<file path="src/rtl/ita_pkg.sv">
// ----------------------------------------------------------------------------
// ita_pkg
// Shared types and constants of the radix integer-to-ASCII converter.
// ----------------------------------------------------------------------------
`default_nettype none

package ita_pkg;

    // Field widths of the request and result items and of a stored digit
    localparam int VALUE_W = 64;
    localparam int RADIX_W = 5;
    localparam int CHAR_W  = 7;
    localparam int DIGIT_W = 4;

    // Defaults for top-level parameters
    localparam int VALUE_BITS_DEF  = 64;
    localparam int QUEUE_DEPTH_DEF = 2;

    localparam logic [RADIX_W-1:0] RADIX_MIN = 5'd2;
    localparam logic [RADIX_W-1:0] RADIX_MAX = 5'd16;

    typedef struct packed {
        logic [VALUE_W-1:0] value;
        logic [RADIX_W-1:0] radix;
        logic               treat_signed;
        logic               upper_case;
    } in_item_t;

    typedef struct packed {
        logic [CHAR_W-1:0] digit_char;
        logic              last_digit;
    } out_item_t;

endpackage

`default_nettype wire

</file>
<file path="src/rtl/radix_integer_to_ascii_top.sv">
// ----------------------------------------------------------------------------
// radix_integer_to_ascii_top
// Converts a number to ASCII digits in radix 2 to 16, most significant first.
//
//   channel  dir  handshake          payload
//   s_       in   s_valid/s_ready    ita_pkg::in_item_t  (one number)
//   m_       out  m_valid/m_ready    ita_pkg::out_item_t (one digit)
//
// The radix divider retires one quotient bit per cycle, and each digit is then
// read back in turn through the registered digit memory read.
// The front and the job queue keep accepting numbers while the engine works, until the queue is full.
// A stalled m_ready holds the current digit and pauses digit readout only.
// Reset (aresetn, synchronous) empties the queue and returns the engine idle.
// ----------------------------------------------------------------------------
`default_nettype none

module radix_integer_to_ascii_top #(
    parameter int VALUE_BITS  = ita_pkg::VALUE_BITS_DEF,
    parameter int QUEUE_DEPTH = ita_pkg::QUEUE_DEPTH_DEF
) (
    input  wire logic               aclk,
    input  wire logic               aresetn,
    input  wire logic               s_valid,
    output logic                    s_ready,
    input  wire ita_pkg::in_item_t  s_item,
    output logic                    m_valid,
    input  wire logic               m_ready,
    output ita_pkg::out_item_t      m_item
);

    localparam int JOB_W = VALUE_BITS + ita_pkg::RADIX_W + 1;

    logic             fr_valid;
    logic             fr_ready;
    logic [JOB_W-1:0] fr_data;
    logic             q_valid;
    logic             q_ready;
    logic [JOB_W-1:0] q_data;

    ita_front #(
        .VALUE_BITS (VALUE_BITS),
        .JOB_W      (JOB_W)
    ) u_front (
        .aclk      (aclk),
        .aresetn   (aresetn),
        .s_valid   (s_valid),
        .s_ready   (s_ready),
        .s_item    (s_item),
        .job_valid (fr_valid),
        .job_ready (fr_ready),
        .job_data  (fr_data)
    );

    ita_fifo #(
        .WIDTH (JOB_W),
        .DEPTH (QUEUE_DEPTH)
    ) u_fifo (
        .aclk      (aclk),
        .aresetn   (aresetn),
        .in_valid  (fr_valid),
        .in_ready  (fr_ready),
        .in_data   (fr_data),
        .out_valid (q_valid),
        .out_ready (q_ready),
        .out_data  (q_data)
    );

    ita_back #(
        .VALUE_BITS (VALUE_BITS),
        .JOB_W      (JOB_W)
    ) u_back (
        .aclk      (aclk),
        .aresetn   (aresetn),
        .job_valid (q_valid),
        .job_ready (q_ready),
        .job_data  (q_data),
        .m_valid   (m_valid),
        .m_ready   (m_ready),
        .m_item    (m_item)
    );

endmodule

`default_nettype wire

</file>
<file path="src/rtl/ita_front.sv">
// ----------------------------------------------------------------------------
// ita_front
// Accepts requests, clamps the radix and takes the magnitude of negative
// signed values, then hands the job to the queue through a register stage.
// ----------------------------------------------------------------------------
`default_nettype none

module ita_front #(
    parameter int VALUE_BITS = ita_pkg::VALUE_BITS_DEF,
    parameter int JOB_W      = VALUE_BITS + ita_pkg::RADIX_W + 1
) (
    input  wire logic              aclk,
    input  wire logic              aresetn,
    input  wire logic              s_valid,
    output logic                   s_ready,
    input  wire ita_pkg::in_item_t s_item,
    output logic                   job_valid,
    input  wire logic              job_ready,
    output logic [JOB_W-1:0]       job_data
);

    logic                        valid_reg;
    logic                        valid_next;
    logic [JOB_W-1:0]            job_reg;
    logic [JOB_W-1:0]            job_next;
    logic [VALUE_BITS-1:0]       raw_value;
    logic [VALUE_BITS-1:0]       mag;
    logic [ita_pkg::RADIX_W-1:0] radix_clamped;
    logic                        take;

    assign raw_value = s_item.value[VALUE_BITS-1:0];
    assign s_ready   = !valid_reg || job_ready;
    assign take      = s_valid && s_ready;

    always_comb begin
        // most negative value negates to itself, which is its magnitude
        if (s_item.treat_signed && raw_value[VALUE_BITS-1]) begin
            mag = ~raw_value + VALUE_BITS'(1);
        end else begin
            mag = raw_value;
        end
        priority if (s_item.radix < ita_pkg::RADIX_MIN) begin
            radix_clamped = ita_pkg::RADIX_MIN;
        end else if (s_item.radix > ita_pkg::RADIX_MAX) begin
            radix_clamped = ita_pkg::RADIX_MAX;
        end else begin
            radix_clamped = s_item.radix;
        end
    end

    always_comb begin
        valid_next = valid_reg;
        job_next   = job_reg;
        if (take) begin
            valid_next = 1'b1;
            job_next   = {mag, radix_clamped, s_item.upper_case};
        end else if (job_ready) begin
            valid_next = 1'b0;
        end
    end

    always_ff @(posedge aclk) begin
        if (!aresetn) begin
            valid_reg <= 1'b0;
        end else begin
            valid_reg <= valid_next;
        end
        job_reg <= job_next;
    end

    assign job_valid = valid_reg;
    assign job_data  = job_reg;

endmodule

`default_nettype wire

</file>
<file path="src/rtl/ita_fifo.sv">
// ----------------------------------------------------------------------------
// ita_fifo
// Short job queue between the front and the conversion engine.
// ----------------------------------------------------------------------------
`default_nettype none

module ita_fifo #(
    parameter int WIDTH = 70,
    parameter int DEPTH = ita_pkg::QUEUE_DEPTH_DEF
) (
    input  wire logic             aclk,
    input  wire logic             aresetn,
    input  wire logic             in_valid,
    output logic                  in_ready,
    input  wire logic [WIDTH-1:0] in_data,
    output logic                  out_valid,
    input  wire logic             out_ready,
    output logic [WIDTH-1:0]      out_data
);

    localparam int PTR_W = (DEPTH > 1) ? $clog2(DEPTH) : 1;
    localparam int CNT_W = $clog2(DEPTH + 1);

    logic [WIDTH-1:0] slot_reg [DEPTH];
    logic [PTR_W-1:0] wr_ptr_reg;
    logic [PTR_W-1:0] wr_ptr_next;
    logic [PTR_W-1:0] rd_ptr_reg;
    logic [PTR_W-1:0] rd_ptr_next;
    logic [CNT_W-1:0] count_reg;
    logic [CNT_W-1:0] count_next;
    logic             push;
    logic             pop;

    assign in_ready  = count_reg != CNT_W'(DEPTH);
    assign out_valid = count_reg != '0;
    assign out_data  = slot_reg[rd_ptr_reg];
    assign push      = in_valid && in_ready;
    assign pop       = out_valid && out_ready;

    always_comb begin
        wr_ptr_next = wr_ptr_reg;
        rd_ptr_next = rd_ptr_reg;
        count_next  = count_reg;
        if (push) begin
            wr_ptr_next = (wr_ptr_reg == PTR_W'(DEPTH - 1)) ? '0 : wr_ptr_reg + PTR_W'(1);
        end
        if (pop) begin
            rd_ptr_next = (rd_ptr_reg == PTR_W'(DEPTH - 1)) ? '0 : rd_ptr_reg + PTR_W'(1);
        end
        if (push && !pop) begin
            count_next = count_reg + CNT_W'(1);
        end else if (pop && !push) begin
            count_next = count_reg - CNT_W'(1);
        end
    end

    always_ff @(posedge aclk) begin
        if (!aresetn) begin
            wr_ptr_reg <= '0;
            rd_ptr_reg <= '0;
            count_reg  <= '0;
        end else begin
            wr_ptr_reg <= wr_ptr_next;
            rd_ptr_reg <= rd_ptr_next;
            count_reg  <= count_next;
        end
        if (push) begin
            slot_reg[wr_ptr_reg] <= in_data;
        end
    end

`ifndef NO_ASSERTIONS
    a_push_grows: assert property (@(posedge aclk) disable iff (!aresetn)
        (push && !pop) |=> count_reg == $past(count_reg) + CNT_W'(1))
        else $error("queue count did not grow on push");
`endif

endmodule

`default_nettype wire

</file>
<file path="src/rtl/ita_back.sv">
// ----------------------------------------------------------------------------
// ita_back
// Conversion engine: bit-serial division by the radix yields digits least
// significant first into a digit memory, then reads them back in reverse
// through the output register.
// ----------------------------------------------------------------------------
`default_nettype none

module ita_back #(
    parameter int VALUE_BITS = ita_pkg::VALUE_BITS_DEF,
    parameter int JOB_W      = VALUE_BITS + ita_pkg::RADIX_W + 1
) (
    input  wire logic         aclk,
    input  wire logic         aresetn,
    input  wire logic         job_valid,
    output logic              job_ready,
    input  wire logic [JOB_W-1:0] job_data,
    output logic              m_valid,
    input  wire logic         m_ready,
    output ita_pkg::out_item_t m_item
);

    localparam int IDX_W = $clog2(VALUE_BITS);
    localparam int RW    = ita_pkg::RADIX_W;
    localparam int DW    = ita_pkg::DIGIT_W;
    localparam int CW    = ita_pkg::CHAR_W;

    localparam logic [1:0] ST_IDLE = 2'd0;
    localparam logic [1:0] ST_DIV  = 2'd1;
    localparam logic [1:0] ST_READ = 2'd2;
    localparam logic [1:0] ST_LOAD = 2'd3;

    localparam logic [CW-1:0] CHAR_ZERO    = 7'h30;
    localparam logic [CW-1:0] CHAR_UPPER_A = 7'h41;
    localparam logic [CW-1:0] CHAR_LOWER_A = 7'h61;

    logic [1:0]            state_reg,   state_next;
    logic [VALUE_BITS-1:0] dvd_reg,     dvd_next;
    logic [RW-1:0]         rem_reg,     rem_next;
    logic [RW-1:0]         radix_reg,   radix_next;
    logic                  upper_reg,   upper_next;
    logic [IDX_W-1:0]      bit_cnt_reg, bit_cnt_next;
    logic [IDX_W-1:0]      wr_idx_reg,  wr_idx_next;
    logic [IDX_W-1:0]      rd_idx_reg,  rd_idx_next;
    logic                  out_valid_reg, out_valid_next;
    ita_pkg::out_item_t    out_item_reg,  out_item_next;
    logic [DW-1:0]         rd_data_reg;
    logic [DW-1:0]         digit_mem [VALUE_BITS];

    logic [RW-1:0]         shifted;
    logic                  ge;
    logic [RW-1:0]         rem_step;
    logic [VALUE_BITS-1:0] dvd_step;
    logic                  last_bit;
    logic                  mem_we;
    logic                  out_load;
    logic [CW-1:0]         digit_ascii;

    assign job_ready = state_reg == ST_IDLE;

    // one restoring division step
    assign shifted  = {rem_reg[RW-2:0], dvd_reg[VALUE_BITS-1]};
    assign ge       = shifted >= radix_reg;
    assign rem_step = ge ? shifted - radix_reg : shifted;
    assign dvd_step = {dvd_reg[VALUE_BITS-2:0], ge};
    assign last_bit = bit_cnt_reg == IDX_W'(VALUE_BITS - 1);
    assign mem_we   = (state_reg == ST_DIV) && last_bit;
    assign out_load = (state_reg == ST_LOAD) && (!out_valid_reg || m_ready);

    always_comb begin
        if (rd_data_reg < DW'(10)) begin
            digit_ascii = CHAR_ZERO + CW'(rd_data_reg);
        end else begin
            digit_ascii = (upper_reg ? CHAR_UPPER_A : CHAR_LOWER_A)
                          + CW'(rd_data_reg) - CW'(10);
        end
    end

    always_comb begin
        state_next     = state_reg;
        dvd_next       = dvd_reg;
        rem_next       = rem_reg;
        radix_next     = radix_reg;
        upper_next     = upper_reg;
        bit_cnt_next   = bit_cnt_reg;
        wr_idx_next    = wr_idx_reg;
        rd_idx_next    = rd_idx_reg;
        out_valid_next = out_valid_reg;
        out_item_next  = out_item_reg;

        if (m_valid && m_ready) begin
            out_valid_next = 1'b0;
        end

        unique case (state_reg)
            ST_IDLE: begin
                if (job_valid) begin
                    dvd_next     = job_data[JOB_W-1 -: VALUE_BITS];
                    radix_next   = job_data[RW:1];
                    upper_next   = job_data[0];
                    rem_next     = '0;
                    bit_cnt_next = '0;
                    wr_idx_next  = '0;
                    state_next   = ST_DIV;
                end
            end
            ST_DIV: begin
                dvd_next     = dvd_step;
                rem_next     = rem_step;
                bit_cnt_next = bit_cnt_reg + IDX_W'(1);
                if (last_bit) begin
                    // digit is written to memory; restart on the quotient
                    rem_next     = '0;
                    bit_cnt_next = '0;
                    wr_idx_next  = wr_idx_reg + IDX_W'(1);
                    if (dvd_step == '0) begin
                        rd_idx_next = wr_idx_reg;
                        state_next  = ST_READ;
                    end
                end
            end
            ST_READ: begin
                state_next = ST_LOAD;
            end
            ST_LOAD: begin
                if (out_load) begin
                    out_valid_next           = 1'b1;
                    out_item_next.digit_char = digit_ascii;
                    out_item_next.last_digit = rd_idx_reg == '0;
                    if (rd_idx_reg == '0) begin
                        state_next = ST_IDLE;
                    end else begin
                        rd_idx_next = rd_idx_reg - IDX_W'(1);
                        state_next  = ST_READ;
                    end
                end
            end
            default: state_next = ST_IDLE;
        endcase
    end

    always_ff @(posedge aclk) begin
        if (!aresetn) begin
            state_reg     <= ST_IDLE;
            out_valid_reg <= 1'b0;
        end else begin
            state_reg     <= state_next;
            out_valid_reg <= out_valid_next;
        end
        dvd_reg      <= dvd_next;
        rem_reg      <= rem_next;
        radix_reg    <= radix_next;
        upper_reg    <= upper_next;
        bit_cnt_reg  <= bit_cnt_next;
        wr_idx_reg   <= wr_idx_next;
        rd_idx_reg   <= rd_idx_next;
        out_item_reg <= out_item_next;
    end

    always_ff @(posedge aclk) begin
        if (mem_we) begin
            digit_mem[wr_idx_reg] <= rem_step[DW-1:0];
        end
        rd_data_reg <= digit_mem[rd_idx_reg];
    end

    assign m_valid = out_valid_reg;
    assign m_item  = out_item_reg;

`ifndef NO_ASSERTIONS
    a_rem_below_radix: assert property (@(posedge aclk) disable iff (!aresetn)
        (state_reg == ST_DIV) |-> rem_reg < radix_reg)
        else $error("partial remainder not below radix");

    a_radix_range: assert property (@(posedge aclk) disable iff (!aresetn)
        (state_reg != ST_IDLE) |-> (radix_reg >= ita_pkg::RADIX_MIN
                                    && radix_reg <= ita_pkg::RADIX_MAX))
        else $error("radix out of range while busy");

    a_last_ends_job: assert property (@(posedge aclk) disable iff (!aresetn)
        (out_load && rd_idx_reg == '0) |=> (state_reg == ST_IDLE && m_valid
                                            && m_item.last_digit))
        else $error("final digit did not close the job");
`endif

endmodule

`default_nettype wire
</file>
<file path="config.mk">
export PLATFORM = sky130hd
export DESIGN_NAME = radix_integer_to_ascii_top
export DESIGN_NICKNAME = d
export VERILOG_FILES = /design/src/rtl/ita_pkg.sv /design/src/rtl/radix_integer_to_ascii_top.sv /design/src/rtl/ita_front.sv /design/src/rtl/ita_fifo.sv /design/src/rtl/ita_back.sv
export SDC_FILE = /design/constraint.sdc
export NUM_CORES = 1
export LEC_CHECK = 0
export ABC_AREA = 1
export BUFFER_PORTS_ARGS = -buffer_cell sky130_fd_sc_hd__buf_2
export CORE_MARGIN = 2
export CORE_UTILIZATION = 35
export CTS_CLUSTER_DIAMETER = 100
export CTS_CLUSTER_SIZE = 10
export DETAILED_ROUTE_END_ITERATION = 10
export GPL_ROUTABILITY_DRIVEN = 0
export SLEW_MARGIN = 20
export SYNTH_ARGS = -nofsm -noshare
export SYNTH_HDL_FRONTEND = slang
export SYNTH_HIERARCHICAL = 1
export SYNTH_SLANG_ARGS = --single-unit
export TNS_END_PERCENT = 100
</file>
<file path="constraint.sdc">
create_clock -name aclk -period 8.5 [get_ports aclk]
set_clock_uncertainty 0.05 [all_clocks]
set_input_delay 0.85 -clock aclk [delete_from_list [all_inputs] [get_ports aclk]]
set_output_delay 0.85 -clock aclk [all_outputs]
set_load 0.1 [all_outputs]
</file>
==> impl_metrics.ini <==
[run_status]
status = finished, final reports clean

[synth]
synth-edff-count = 566
netlist-cell-type-count = 47
synth_top_area_frac = 0.658
synth_largest_area_cell = sky130_fd_sc_hd__edfxtp_1
mappedNetlistArea_um2 = 25800
synth-warning-count = 6
netlist_top_cells_area = sky130_fd_sc_hd__edfxtp_1 (66%), sky130_fd_sc_hd__nand2_1 (6.4%), sky130_fd_sc_hd__nor2_1 (5.9%)
syn_avg_cell_area_um2 = 11.4
synth-main-ff-cell = sky130_fd_sc_hd__edfxtp_1
ys_async_sr_fraction = 0
synth_seq_cells = 579
syn-instance-count = 2260
synth_sequential_area_ratio = 0.668
synth_nets = 2348

[sta]
finalMaxSlewViolations = 0
setup-tns-final_ns = 0
layout_worst_path_cycle_share = 0.425
unrepaired_setup_endpoints_after_global_routing = false
period_needed_ns = 3.61
hold_viol = 0
max_freq_mhz = 277
timing.slew.headroom = 0.298
setup_viol_count_final = 0
max_slew.worst_pin.slew_ns = 1.05

[power_and_ir_drop]
combPwrFrac = 0.282
p_leak_nw = 10.6
power.switching_fraction = 0.339
share_seq_of_total_power = 0.457
total_switching_power_mw = 3.32
power.clock.fraction = 0.260
vdd_ir_drop_max_mv = 0.452
cell_internal_pwr_mw = 6.49
power-per-cell-area_nw_per_um2 = 339

[worst_setup_path]
critPathLaunchType = flop
worstReg2RegStart = u_back/state_reg[0]
timing.critical_path.to_type = flop
ff2ff_setup_slack_ns = 4.89
cp_max_fo = 76
arrival_time_reported_for_the_critical_path_endpoint_ns = 3.80
startpoint = u_back/state_reg[0]
timing.critical_path.to = u_back/digit_mem[58][3]
ff2ff_path_depth = 8
crit_path_top_delay_cell = sky130_fd_sc_hd__nand4_1
critical-path-max-stage-delay_ns = 0.72
r2r_end = u_back/digit_mem[58][3]
path_class = reg2reg
wp_data_required_ns = 8.69
cp_cell_sequence = inv_1 > nor2_4 > buf_4 > inv_2 > buf_4 > nor2_1 > nand4_1 > nor2_1

[clock_tree]
clock_path_buffers = 3
clock_insertion_delay_worst_skew_ns = 0.61
clock-sinks = 579
post_cts.resized_instances = 0
clockRootBuffer = sky130_fd_sc_hd__clkbuf_16
clock_transition_at_path_regs_ns = 0.05
cts_tree = built
ctsHoldBuffers = 0
numCtsBuffers = 68
post_cts_buffers = 0
ctsHtreeMaxLevel = 3

[die]
design.portCount = 85
die-area_um2 = 76000
area_of_the_core_um2 = 73000
initial_core_utilization = 0.354
overall_die_width_um = 276
placement_rows = 99
fp.dieH_um = 276

[route]
detailedRoute.firstIterationViolations = 1382
drt_drc_violations_left = 0
detail_route.wirelength.met1_mm = 25.2
vias = 16400
top_signal_layer_used = met4
drt_pre_antenna_iters = 6
met3RoutedLength_mm = 3.33
wl_per_cell_um = 17.0
drt_wl_total_mm = 56.5
routed-wl-met2_mm = 26.2
via_per_inst = 4.93
antenna_violating_nets_post_route = 0

[finish]
num-nets-final = 2433
final_area_um2 = 28900
largest_register_ff_count = 256
n_antenna_cell = 0
most_common_library_cell_in_the_layout_ignoring_fill_and_taps = sky130_fd_sc_hd__edfxtp_1
seqCellArea_um2 = 17300
synthToLayoutAreaGrowth_pct = 12.0
drive_gt1_frac = 0.125
mostFrequentLayoutCells = sky130_fd_sc_hd__edfxtp_1 (566), sky130_fd_sc_hd__nand2_1 (440), sky130_fd_sc_hd__nor2_1 (400)
area_of_combinational_cells_with_multiple_inputs_um2 = 7420
fin_util = 0.397
nFillCells = 6887
stdcell_count = 3334

[grt]
gr-total-overflow = 0
total_track_usage = 0.149
via_count_of_the_first_global_routing_pass = 16400
grt_antenna_before_repair = 0
grt_pass1_wl_mm = 88.6
largest_net_degree_at_the_start_of_global_routing = 126

[min_path]
min_path_type = in2reg

[placement]
detailedPlacementHpwl_mm = 36.3
place_inst = 3234
place.port_buffers = 84
detailed_place.area_um2 = 27000

[flow_run]
maxCapViolCount = 0
## cells in the mapped netlist (2+ instances only)
| cell | number |
|---|---|
| sky130_fd_sc_hd__dfxtp_1 | 13 |
| sky130_fd_sc_hd__nor2_4 | 7 |
| sky130_fd_sc_hd__nor2_1 | 404 |
| sky130_fd_sc_hd__o21ai_2 | 5 |
| sky130_fd_sc_hd__buf_1 | 10 |
| sky130_fd_sc_hd__nand2_1 | 440 |
| sky130_fd_sc_hd__a21oi_1 | 53 |
| sky130_fd_sc_hd__inv_2 | 2 |
| sky130_fd_sc_hd__o21ai_0 | 135 |
| sky130_fd_sc_hd__and2_1 | 2 |
| sky130_fd_sc_hd__nand3_2 | 3 |
| sky130_fd_sc_hd__nand3_1 | 155 |
| sky130_fd_sc_hd__o21ai_1 | 18 |
| sky130_fd_sc_hd__ha_1 | 12 |
| sky130_fd_sc_hd__nand2_2 | 6 |
| sky130_fd_sc_hd__nand4_1 | 21 |
| sky130_fd_sc_hd__buf_6 | 16 |
| sky130_fd_sc_hd__nand2_4 | 4 |
| sky130_fd_sc_hd__o21a_1 | 4 |
| sky130_fd_sc_hd__clkbuf_1 | 25 |
| sky130_fd_sc_hd__edfxtp_1 | 566 |
| sky130_fd_sc_hd__o211ai_1 | 26 |
| sky130_fd_sc_hd__nor4_1 | 2 |
| sky130_fd_sc_hd__inv_1 | 150 |
| sky130_fd_sc_hd__nor3_1 | 8 |
| sky130_fd_sc_hd__nand3b_1 | 2 |
| sky130_fd_sc_hd__buf_12 | 7 |
| sky130_fd_sc_hd__mux2_4 | 70 |
| sky130_fd_sc_hd__clkinv_1 | 3 |
| sky130_fd_sc_hd__buf_2 | 24 |
| sky130_fd_sc_hd__buf_4 | 4 |
| sky130_fd_sc_hd__inv_4 | 2 |
| sky130_fd_sc_hd__nor2_2 | 8 |
| sky130_fd_sc_hd__xnor2_1 | 15 |
| sky130_fd_sc_hd__xor2_1 | 26 |
## critical path: cells and delay by family (launching register included)
family | cells | cell delay (ns)
simple gates | 4 | 1.67
buf+inv | 4 | 1.04
flops | 1 | 0.35
## metrics by stage
stage                     hold WS [ns]  worst slack [ns]  total power, mW
after floorplan                  0.371              3.65             6.46
after global placement           0.377              5.14             7.28
after detailed placement         0.384              4.96             7.34
after CTS                        0.350              4.95             9.92
after global routing             0.352              4.68             10.4
final                            0.378              4.89             9.81
## cell families (layout without fill, tap and decap cells)
group | count (synthesis) | count (layout) | synth area share
simple gates | 1066 | 1066 | 0.171
xor+xnor | 41 | 41 | 0.0139
compound gates | 247 | 247 | 0.0525
buf+inv | 243 | 358 | 0.0463
mux | 71 | 71 | 0.0411
flops | 579 | 579 | 0.668
fa+ha+maj | 13 | 13 | 0.00659
## metal layers
layer,up-vias,track usage
met2,516,0.243
li1,7958,-
met4,0,0.0568
met5,-,0
met1,7844,0.201
met3,117,0.0241
## how the worst min path moves through the flow
stage                     depth (start not counted)            startpoint  slack, ns                endpoint
after CTS                                         1             s_item[0]       0.35     u_front/job_data[0]
after global routing                              1             s_item[0]       0.35     u_front/job_data[0]
final                                             1             s_item[0]       0.38     u_front/job_data[0]
after detailed placement                          0  u_front/job_data[14]       0.38  u_fifo/slot_reg[1][14]
after floorplan                                   0   u_front/job_data[0]       0.37   u_fifo/slot_reg[0][0]
after global placement                            0  u_front/job_data[26]       0.38  u_fifo/slot_reg[0][26]
## cell type report
type | instances | area share
Sequential cell | 579 | 0.597
Multi-Input combinational cell | 1438 | 0.256
Clock buffer | 91 | 0.0618
Tap cell | 959 | 0.0415
Inverter | 157 | 0.0205
Timing Repair Buffer | 101 | 0.0191
Clock inverter | 9 | 0.00415
## power by group through the flow
| stage | logic, mW | registers [mW] | clock network, mW |
|---|---|---|---|
| floorplan | 1.95 | 4.51 | 0 |
| global placement | 2.76 | 4.53 | 0 |
| detailed placement | 2.80 | 4.54 | 0 |
| CTS | 2.80 | 4.49 | 2.62 |
| global route | 3.09 | 4.53 | 2.74 |
| finish | 2.77 | 4.48 | 2.55 |
Power figures use the tool's default switching activity.
